<file path="config.mk">
export PLATFORM = sky130hd
export DESIGN_NAME = rfb_client_stream_parser
export DESIGN_NICKNAME = d
export VERILOG_FILES = /design/src/rfb_pkg.sv /design/src/rfb_client_stream_parser.sv
export SDC_FILE = /design/constraint.sdc
export NUM_CORES = 2
export LEC_CHECK = 0
export ABC_AREA = 1
export BUFFER_PORTS_ARGS = -buffer_cell sky130_fd_sc_hd__buf_2
export CAP_MARGIN = 20
export CORE_MARGIN = 4
export CORE_UTILIZATION = 40
export DETAILED_ROUTE_END_ITERATION = 8
export PLACE_DENSITY_LB_ADDON = 0.12
export SYNTH_ARGS = -nofsm -noshare
export SYNTH_HDL_FRONTEND = slang
export SYNTH_SLANG_ARGS = --single-unit
</file>
<file path="constraint.sdc">
create_clock -name clk -period 10.2 [get_ports clk]
set_clock_uncertainty 0.15 [all_clocks]
set_input_delay 1.02 -clock clk [delete_from_list [all_inputs] [get_ports clk]]
set_output_delay 1.02 -clock clk [all_outputs]
set_load 0.01 [all_outputs]
</file>
<file path="src/rfb_pkg.sv">
// rfb_pkg: shared codes for the remote framebuffer stream parser
// no dependencies
`default_nettype none
package rfb_pkg;
	localparam logic [2:0] KIND_VERSION  = 3'd0;
	localparam logic [2:0] KIND_SEC_NONE = 3'd1;
	localparam logic [2:0] KIND_CL_INIT  = 3'd2;
	localparam logic [2:0] KIND_READY    = 3'd3;
	localparam logic [2:0] KIND_PIXEL    = 3'd4;
	localparam logic [2:0] KIND_FRAME    = 3'd5;
	localparam logic [2:0] KIND_EMPTY    = 3'd6;
	localparam logic [2:0] KIND_FAIL     = 3'd7;

	localparam logic [2:0] FR_REFUSED  = 3'd0;
	localparam logic [2:0] FR_AUTH     = 3'd1;
	localparam logic [2:0] FR_GEOMETRY = 3'd2;
	localparam logic [2:0] FR_PROTOCOL = 3'd3;
	localparam logic [2:0] FR_ENCODING = 3'd4;

	localparam logic CMD_BYTE    = 1'b0;
	localparam logic CMD_RESTART = 1'b1;

	typedef struct packed {
		logic [2:0]  kind;
		logic [23:0] pixel_address;
		logic [31:0] pixel_value;
		logic [12:0] screen_width;
		logic [12:0] screen_height;
		logic [2:0]  fail_reason;
	} result_t;
endpackage
`default_nettype wire

</file>
<file path="src/rfb_client_stream_parser.sv">
// rfb_client_stream_parser: byte-serial parser for the server-to-client
// stream of a raw-encoding remote framebuffer session; uses rfb_pkg
//
// usage: one beat on the input channel carries a command (received byte or
// restart) and a byte. each beat yields zero, one or two result beats on the
// output channel; last marks the final result of a byte. a byte is parsed
// in the cycle it is taken; its results sit in a two-entry queue and leave
// one per cycle while the receiver does not stall.
// throughput: one byte per cycle while each byte makes at most one result
// and the receiver does not stall; a byte that makes two results holds the
// input back while the result queue drains one entry a cycle.
// pixel addresses come from an address register that steps by one along a row and
// by the screen width per row; y times width is summed from partial products.
// reset clears the parser to the version phase and empties the queue.
// when the receiver stalls, results stay in the queue; the input stalls only
// when the queue cannot take the results of another byte.
`default_nettype none
module rfb_client_stream_parser #(
	parameter int MAX_DIM = 4096
) (
	input  wire         clk,
	input  wire         arst_n,
	input  wire         in_valid,
	output logic        in_stall,
	input  wire  [0:0]  command,
	input  wire  [7:0]  rx_byte,
	output logic        out_valid,
	input  wire         out_stall,
	output logic [2:0]  kind,
	output logic [23:0] pixel_address,
	output logic [31:0] pixel_value,
	output logic [12:0] screen_width,
	output logic [12:0] screen_height,
	output logic [2:0]  fail_reason,
	output logic        last
);
	import rfb_pkg::*;

	localparam logic [2:0] PH_VERSION = 3'd0;
	localparam logic [2:0] PH_SECTYPES = 3'd1;
	localparam logic [2:0] PH_SECRESULT = 3'd2;
	localparam logic [2:0] PH_SERVERINIT = 3'd3;
	localparam logic [2:0] PH_NORMAL = 3'd4;
	localparam logic [1:0] MS_TYPE = 2'd0;
	localparam logic [1:0] MS_FBU_HEAD = 2'd1;
	localparam logic [1:0] MS_RECT_HEAD = 2'd2;
	localparam logic [1:0] MS_RECT_DATA = 2'd3;

	// parser state
	logic [2:0]  phase_q;
	logic [1:0]  mstate_q;
	logic [4:0]  fcnt_q;
	logic [63:0] hdr_q;
	logic [32:0] skip_q;
	logic [15:0] width_q, height_q, rects_q;
	logic [15:0] rx_q, ry_q, rw_q, rh_q;
	logic        inside_q, failed_q;
	logic [23:0] acc_q;
	logic [15:0] col_q, row_q;
	logic [23:0] addr_q;     // address of the current pixel
	logic [23:0] rowbase_q;  // address of the current row start

	// result queue, two entries
	result_t     qd_q [2];
	logic        ql_q [2];
	logic [1:0]  qn_q;

	logic [2:0]  phase_d;
	logic [1:0]  mstate_d;
	logic [4:0]  fcnt_d;
	logic [63:0] hdr_d;
	logic [32:0] skip_d;
	logic [15:0] width_d, height_d, rects_d, rx_d, ry_d, rw_d, rh_d, col_d, row_d;
	logic        inside_d, failed_d;
	logic [23:0] acc_d, addr_d, rowbase_d;
	result_t     r0, r1;
	logic [1:0]  nres;

	logic        take;
	logic        pop;
	logic [4:0]  fc1;
	logic [63:0] hsh;
	logic [7:0]  mtype;
	logic [16:0] rect_end_x;

	assign pop  = out_valid && !out_stall;
	// accept only when the queue can hold two more results after this cycle
	assign in_stall = (qn_q == 2'd2) || (qn_q == 2'd1 && !pop);
	assign take = in_valid && !in_stall;
	assign fc1 = fcnt_q + 5'd1;
	assign hsh = {hdr_q[55:0], rx_byte};
	assign rect_end_x = {1'b0, rx_q} + {1'b0, rw_q};

	function automatic result_t mk(input logic [2:0] k, input logic [2:0] why);
		result_t r;
		r = '0;
		r.kind = k;
		r.fail_reason = why;
		return r;
	endfunction

	always_comb begin
		phase_d = phase_q; mstate_d = mstate_q; fcnt_d = fcnt_q; hdr_d = hdr_q;
		skip_d = skip_q; width_d = width_q; height_d = height_q; rects_d = rects_q;
		rx_d = rx_q; ry_d = ry_q; rw_d = rw_q; rh_d = rh_q; col_d = col_q;
		row_d = row_q; inside_d = inside_q; failed_d = failed_q; acc_d = acc_q;
		addr_d = addr_q; rowbase_d = rowbase_q;
		r0 = '0; r1 = '0; nres = 2'd0;
		mtype = hsh[{fcnt_q[2:0], 3'b000} +: 8];
		if (command == CMD_RESTART) begin
			phase_d = PH_VERSION; mstate_d = MS_TYPE; fcnt_d = '0; hdr_d = '0;
			skip_d = '0; width_d = '0; height_d = '0; rects_d = '0; rx_d = '0;
			ry_d = '0; rw_d = '0; rh_d = '0; col_d = '0; row_d = '0;
			inside_d = 1'b0; failed_d = 1'b0; acc_d = '0;
		end else if (!failed_q) begin
			unique case (phase_q)
				PH_VERSION: begin
					fcnt_d = fc1;
					if (fc1 >= 5'd12) begin
						fcnt_d = '0; r0 = mk(KIND_VERSION, '0); nres = 2'd1;
						phase_d = PH_SECTYPES;
					end
				end
				PH_SECTYPES: begin
					if (fcnt_q == 5'd0) begin
						if (rx_byte == 8'd0) begin
							failed_d = 1'b1; r0 = mk(KIND_FAIL, FR_REFUSED); nres = 2'd1;
						end else begin
							skip_d = {25'd0, rx_byte}; fcnt_d = 5'd1;
						end
					end else begin
						if (skip_q != '0) skip_d = skip_q - 33'd1;
						if (skip_d == '0) begin
							fcnt_d = '0; hdr_d = '0; r0 = mk(KIND_SEC_NONE, '0);
							nres = 2'd1; phase_d = PH_SECRESULT;
						end
					end
				end
				PH_SECRESULT: begin
					hdr_d = hsh; fcnt_d = fc1;
					if (fc1 >= 5'd4) begin
						fcnt_d = '0;
						if (hsh[31:0] != '0) begin
							failed_d = 1'b1; r0 = mk(KIND_FAIL, FR_AUTH); nres = 2'd1;
						end else begin
							hdr_d = '0; r0 = mk(KIND_CL_INIT, '0); nres = 2'd1;
							phase_d = PH_SERVERINIT;
						end
					end
				end
				PH_SERVERINIT: begin
					logic fin;
					fin = 1'b0;
					if (fcnt_q < 5'd24) begin
						hdr_d = hsh; fcnt_d = fc1;
						if (fc1 == 5'd2) width_d = hsh[15:0];
						else if (fc1 == 5'd4) height_d = hsh[15:0];
						else if (fc1 == 5'd24) begin
							skip_d = {1'b0, hsh[31:0]};
							fin = (hsh[31:0] == '0);
						end
					end else begin
						if (skip_q != '0) skip_d = skip_q - 33'd1;
						fin = (skip_d == '0);
					end
					if (fin) begin
						fcnt_d = '0; hdr_d = '0; skip_d = '0;
						if (width_q == '0 || height_q == '0 ||
						    32'(width_q) > MAX_DIM || 32'(height_q) > MAX_DIM) begin
							failed_d = 1'b1; r0 = mk(KIND_FAIL, FR_GEOMETRY); nres = 2'd1;
						end else begin
							r0 = mk(KIND_READY, '0);
							r0.screen_width = width_q[12:0];
							r0.screen_height = height_q[12:0];
							nres = 2'd1; phase_d = PH_NORMAL; mstate_d = MS_TYPE;
						end
					end
				end
				default: begin
					unique case (mstate_q)
						MS_TYPE: begin
							if (skip_q != '0) skip_d = skip_q - 33'd1;
							else if (fcnt_q == 5'd0) begin
								hdr_d = '0;
								if (rx_byte == 8'd0) mstate_d = MS_FBU_HEAD;
								else if (rx_byte == 8'd2) begin
								end else if (rx_byte == 8'd1 || rx_byte == 8'd3) begin
									hdr_d = {56'd0, rx_byte}; fcnt_d = 5'd1;
								end else begin
									failed_d = 1'b1; r0 = mk(KIND_FAIL, FR_PROTOCOL);
									nres = 2'd1;
								end
							end else begin
								hdr_d = hsh; fcnt_d = fc1;
								// type byte now sits fcnt_q bytes above the new byte
								if (mtype == 8'd1 && fc1 >= 5'd6) begin
									skip_d = 33'({17'd0, hsh[15:0]} * 33'd6); fcnt_d = '0;
								end else if (mtype == 8'd3 && fc1 >= 5'd8) begin
									skip_d = {1'b0, hsh[31:0]}; fcnt_d = '0;
								end
							end
						end
						MS_FBU_HEAD: begin
							hdr_d = hsh; fcnt_d = fc1;
							if (fc1 >= 5'd3) begin
								rects_d = hsh[15:0]; fcnt_d = '0;
								if (hsh[15:0] == '0) begin
									r0 = mk(KIND_EMPTY, '0); nres = 2'd1; mstate_d = MS_TYPE;
								end else mstate_d = MS_RECT_HEAD;
							end
						end
						MS_RECT_HEAD: begin
							hdr_d = hsh; fcnt_d = fc1;
							if (fc1 == 5'd2) rx_d = hsh[15:0];
							else if (fc1 == 5'd4) begin
								ry_d = hsh[15:0];
								rowbase_d = '0;
								col_d = '0; // column counter cleared; y*width is built in rowbase from ry below
								row_d = hsh[15:0];
							end else if (fc1 == 5'd6) rw_d = hsh[15:0];
							else if (fc1 == 5'd8) rh_d = hsh[15:0];
							else if (fc1 >= 5'd12) begin
								fcnt_d = '0;
								if (hsh[31:0] != '0) begin
									failed_d = 1'b1; r0 = mk(KIND_FAIL, FR_ENCODING);
									nres = 2'd1;
								end else begin
									inside_d = (rect_end_x <= {1'b0, width_q}) &&
									    ({1'b0, ry_q} + {1'b0, rh_q} <= {1'b0, height_q});
									col_d = '0; row_d = '0; acc_d = '0;
									addr_d = rowbase_q + 24'(rx_q);
									if (rw_q == '0 || rh_q == '0) begin
										rects_d = rects_q - 16'd1;
										if (rects_q != 16'd1) mstate_d = MS_RECT_HEAD;
										else begin
											r0 = mk(KIND_FRAME, '0); nres = 2'd1;
											mstate_d = MS_TYPE;
										end
									end else mstate_d = MS_RECT_DATA;
								end
							end
							// between y and the end of the header, add one partial product of y and width
							// per byte; y arrives with at least 8 header bytes left
							if (fc1 > 5'd4 && fc1 < 5'd12) begin
								// each byte adds two or four bits of y times width, shifted to their weight,
								// so rowbase holds y*width by the end of the header as a bounded shift-add
								logic [15:0] yv;
								yv = ry_q;
								unique case (fc1)
									5'd5: rowbase_d = 24'(width_q) * 24'(yv[1:0]);
									5'd6: rowbase_d = rowbase_q + 24'({yv[3:2], 2'b00} * 18'(width_q));
									5'd7: rowbase_d = rowbase_q + 24'({yv[5:4], 4'b0} * 22'(width_q));
									5'd8: rowbase_d = rowbase_q + 24'({yv[7:6], 6'b0} * 24'(width_q));
									5'd9: rowbase_d = rowbase_q + 24'(({yv[11:8]} * 24'(width_q)) << 8);
									5'd10: rowbase_d = rowbase_q + 24'(({yv[15:12]} * 24'(width_q)) << 12);
									default: rowbase_d = rowbase_q;
								endcase
							end
						end
						default: begin
							if (fcnt_q < 5'd3) begin
								acc_d = {acc_q[15:0], rx_byte}; fcnt_d = fc1;
							end else begin
								fcnt_d = '0; acc_d = '0;
								if (inside_q) begin
									r0 = mk(KIND_PIXEL, '0);
									r0.pixel_address = addr_q;
									r0.pixel_value = {acc_q, rx_byte};
									nres = 2'd1;
								end
								col_d = col_q + 16'd1; addr_d = addr_q + 24'd1;
								if (col_d >= rw_q) begin
									col_d = '0; row_d = row_q + 16'd1;
									rowbase_d = rowbase_q + 24'(width_q);
									addr_d = rowbase_q + 24'(width_q) + 24'(rx_q);
									if (row_d >= rh_q) begin
										rects_d = rects_q - 16'd1;
										col_d = '0; row_d = '0; acc_d = '0;
										if (rects_q != 16'd1) mstate_d = MS_RECT_HEAD;
										else begin
											if (nres == 2'd1) begin
												r1 = mk(KIND_FRAME, '0); nres = 2'd2;
											end else begin
												r0 = mk(KIND_FRAME, '0); nres = 2'd1;
											end
											mstate_d = MS_TYPE;
										end
									end
								end
							end
						end
					endcase
				end
			endcase
		end
	end

	always_ff @(posedge clk or negedge arst_n) begin
		if (!arst_n) begin
			phase_q <= PH_VERSION; mstate_q <= MS_TYPE; fcnt_q <= '0; hdr_q <= '0;
			skip_q <= '0; width_q <= '0; height_q <= '0; rects_q <= '0;
			rx_q <= '0; ry_q <= '0; rw_q <= '0; rh_q <= '0; col_q <= '0;
			row_q <= '0; inside_q <= 1'b0; failed_q <= 1'b0; acc_q <= '0;
			addr_q <= '0; rowbase_q <= '0; qn_q <= '0;
		end else begin
			logic [1:0] n;
			result_t    d0, d1;
			logic       l0, l1;
			n = qn_q;
			d0 = qd_q[0]; d1 = qd_q[1]; l0 = ql_q[0]; l1 = ql_q[1];
			if (pop) begin
				d0 = d1; l0 = l1; n = n - 2'd1;
			end
			if (take) begin
				phase_q <= phase_d; mstate_q <= mstate_d; fcnt_q <= fcnt_d;
				hdr_q <= hdr_d; skip_q <= skip_d; width_q <= width_d;
				height_q <= height_d; rects_q <= rects_d; rx_q <= rx_d; ry_q <= ry_d;
				rw_q <= rw_d; rh_q <= rh_d; col_q <= col_d; row_q <= row_d;
				inside_q <= inside_d; failed_q <= failed_d; acc_q <= acc_d;
				addr_q <= addr_d; rowbase_q <= rowbase_d;
				if (nres != 2'd0) begin
					if (n[0]) begin
						d1 = r0; l1 = (nres == 2'd1);
					end else begin
						d0 = r0; l0 = (nres == 2'd1);
					end
				end
				if (nres == 2'd2) begin
					d1 = r1; l1 = 1'b1;
				end
				n = n + nres;
			end
			qd_q[0] <= d0; qd_q[1] <= d1;
			ql_q[0] <= l0; ql_q[1] <= l1;
			qn_q <= n;
		end
	end

	assign out_valid = (qn_q != 2'd0);
	assign kind = qd_q[0].kind;
	assign pixel_address = qd_q[0].pixel_address;
	assign pixel_value = qd_q[0].pixel_value;
	assign screen_width = qd_q[0].screen_width;
	assign screen_height = qd_q[0].screen_height;
	assign fail_reason = qd_q[0].fail_reason;
	assign last = ql_q[0];
endmodule
`default_nettype wire

</file>
==> metrics.cfg <==
[status]
status = finished, final reports clean

[synthesis]
synth.area.top_cells = dfrtp_1 (17%), nand2_1 (15%), edfxtp_1 (12%)
ys_ff_latch = 497
synth_top_area_share_pct = 17.2
ys_warn_count = 0
synthMuxAreaShare_pct = 0.0892
netlist_area_sq_um = 46300
synth-adder-area-share_pct = 12.2
synth_seq_area_share_pct = 28.8
ys_top_cells_by_count = nand2_1 (1,821), inv_1 (886), o21ai_0 (530)
synth-simple-area-share_pct = 27.7
synth_top_family_by_area = simple AND/OR/NAND/NOR gates
synthCells = 6759
synth_xor_area_share_pct = 4.86
synth-compound-area-share_pct = 15.1
synth-edff-count = 178
synth_top_area_cell = dfrtp_1
ys_async_sr_fraction_pct = 64.2
synth.most_common_cell = nand2_1
avgSynthCellArea_sq_um = 6.85
ys_types = 69
synth_nets = 7189
ys.flop_type = dfrtp_1

[clock_network]
clockBufferDepth = 3
clk-insertion-delay-late_ps = 670
cts_tree = done
cts.clk_slew.worst_paths_ps = 60
ctsHoldBuffers = 0
cts.sinks = 497
cts_buffers = 58
htreeDepth = 2
root_buffer = clkbuf_16
ctsResizeCount = 0
postCtsSetupBuffers = 0

[global_routing]
grt-ovfl-total = 0
grt_pass1_vias = 42200
grt_pass1_wl_microns = 259000
grt_antenna_before_repair = 2
grt_use_total_pct = 27.2
grt_max_degree = 161

[placement]
pre_cts_ws_ps = 3510
dpl.hpwl_microns = 125000
dp_cells = 8080
port_buffers = 103
gp_congestion = 0.988

[layout]
layoutNonFillerInstCount = 8190
n_antenna_cell = 0
drive_gt1_share_pct = 5.56
finalNetCount = 7062
syn_to_final_growth_pct = 6.79

[worst_setup_path]
rr_startpoint = col_q[0]$_DFFE_PN0P_
crit_required_ps = 10570
cp_max_fo = 91
end_kind = register
cp-start-kind = register
crit_type = reg2reg
crit_start = col_q[0]$_DFFE_PN0P_
crit_arrival_ps = 7080
reg2reg_depth = 27

[die]
coreArea_sq_um = 115000
dieArea_sq_um = 121000
pin_count = 104
die_y_microns = 348
start_util_pct = 40.4
die_w_microns = 348
rows = 124

[detailed_routing]
drtIter0Drc = 4228
drt_wl_total_microns = 168000
antenna_left = 0
num_vias = 44600
first_pass_iters = 5
post_drt_wl_per_cell_microns = 20.5
drc = 0
via_per_inst = 5.44

[sta]
relSlewSlack_pct = 26.6
fin_crit_ps = 6710
setup_ws_ps = 3490
hold_ws_ps = 119
rsz0062_at_grt = no
hold_viol = 0
setup_viol = 0
finalMaxSlewViolations = 0
tightest_slew_ps = 1100
fin_crit_sh_pct = 65.8
fmax_mhz = 149
fin_tns_setup_ps = 0

[run]
cap_viol_max_count = 0

[power_and_ir_drop]
powerDensity_nw_per_um2 = 287
irDropWorstVdd_uv = 195
p_leak_nw = 25.2

[worst_hold_path]
hp-class = in2async

power breakdown:
| part | leakage, nW | internal (mW) | switching [mW] |
|---|---|---|---|
| clock network | 0.919 | 1.18 | 0.939 |
| logic | 18.4 | 2.78 | 5.91 |
| registers | 5.89 | 2.56 | 0.834 |
| total | 25.2 | 6.52 | 7.68 |
final timing paths:
check	slack [ps]	to
worst max-delay path	3490	qd_q[0][41]$_DFFE_PP_
worst max register to register	3490	qd_q[0][41]$_DFFE_PP_
max in group asynchronous	8360	addr_q[2]$_DFFE_PN0P_
worst min-delay path	120	skip_q[21]$_DFFE_PN0P_
min in group clk	340	hdr_q[55]$_DFFE_PN0P_
worst min register to register	340	hdr_q[55]$_DFFE_PN0P_
cell usage in the layout (no fill, tap or decap), types with 10 or more instances in the layout:
| master | Yosys | final |
|---|---|---|
| nand2_1 | 1821 | 1820 |
| inv_1 | 886 | 885 |
| o21ai_0 | 530 | 529 |
| nor2_1 | 473 | 468 |
| a21oi_1 | 435 | 432 |
| nand3_1 | 422 | 422 |
| ha_1 | 360 | 360 |
| dfrtp_1 | 319 | 319 |
| edfxtp_1 | 178 | 178 |
| xor2_1 | 165 | 164 |
| nor3_1 | 132 | 131 |
| buf_2 | 45 | 102 |
| nand4_1 | 87 | 87 |
| xnor2_1 | 87 | 87 |
| clkbuf_16 | 0 | 58 |
| fa_1 | 57 | 57 |
| buf_4 | 92 | 56 |
| o211ai_1 | 50 | 50 |
| o22ai_1 | 38 | 38 |
| o21ai_1 | 33 | 34 |
| a31oi_1 | 31 | 31 |
| or2_2 | 28 | 28 |
| nor4_1 | 27 | 27 |
| inv_2 | 20 | 22 |
| o221ai_1 | 20 | 20 |
| o21bai_1 | 16 | 16 |
| a21boi_0 | 16 | 16 |
| nand2_2 | 14 | 15 |
| nor2_2 | 12 | 15 |
| clkinv_2 | 0 | 15 |
| o31ai_1 | 14 | 14 |
| a21o_1 | 12 | 12 |
| a22oi_1 | 12 | 12 |
| o2111ai_1 | 11 | 11 |
| o21a_1 | 10 | 10 |
| nand3b_1 | 10 | 10 |
| clkinv_1 | 9 | 10 |
flip-flops by register name, summed over array words and instances (netlist names), 24 cells and up:
name and cells:
acc_q 24, addr_q 24, hdr_q 56, qd_q 176
rowbase_q 24, skip_q 33
routing by layer:
metal / global-route usage (%) / share of wire [%] / wire length, microns / vias up
li1: - / - / - / 21900
met1: 40.1 / 47 / 79600 / 21100
met2: 42.7 / 44 / 73600 / 1426
met3: 3.07 / 6.6 / 11100 / 200
met4: 6.38 / 2.3 / 3840 / 0
met5: 0 / 0 / 0 / -
critical path: stages, from the launching register on:
cell and delay [ps]:
dfrtp_1 400, ha_1 210, nand2_1 60, nor2_1 140, nand3_1 130, nor3_1 260, nand3_1 170, nor3_1 280
nand3_1 130, xor2_1 180, ha_1 280, nand2_1 40, inv_1 60, nand3_1 80, nor3_1 200, nand3_1 100
nand3_1 140, buf_4 370, clkinv_1 770, a21oi_1 330, o21ai_0 190, nand3_1 140, nand2_1 160, nand2_4 150
nand2_8 400, nand2_4 730, nand2_1 110, nand2_1 100
metrics by stage:
step                total power, mW  util (%)  instance area [sq um]
finish                         14.2      43.1                  49400
global route                   15.4      43.1                  49400
CTS                            14.1      43.0                  49400
detailed placement             11.9      41.4                  47500
global placement               11.9      41.4                  47500
floorplan                      9.25         -                  46300
cells by family after synthesis:
logic type | count (synthesis)
adder cells (fa/ha/maj) | 417
XOR/XNOR | 254
multiplexers | 4
AND/OR/NAND/NOR | 3055
flip-flops | 497
AO/OA/AOI/OAI | 1265
buffers and inverters | 1267
area by class of cell:
cell class,instances,area (sq um)
Fill cell,12100,65200
Multi-Input combinational cell,4995,27800
Sequential cell,497,13300
Inverter,915,3430
Tap cell,1512,1890
Clock buffer,75,1600
Timing Repair Buffer,165,1070
Clock inverter,31,290
Note: power is estimated with default switching activity, not from simulation.
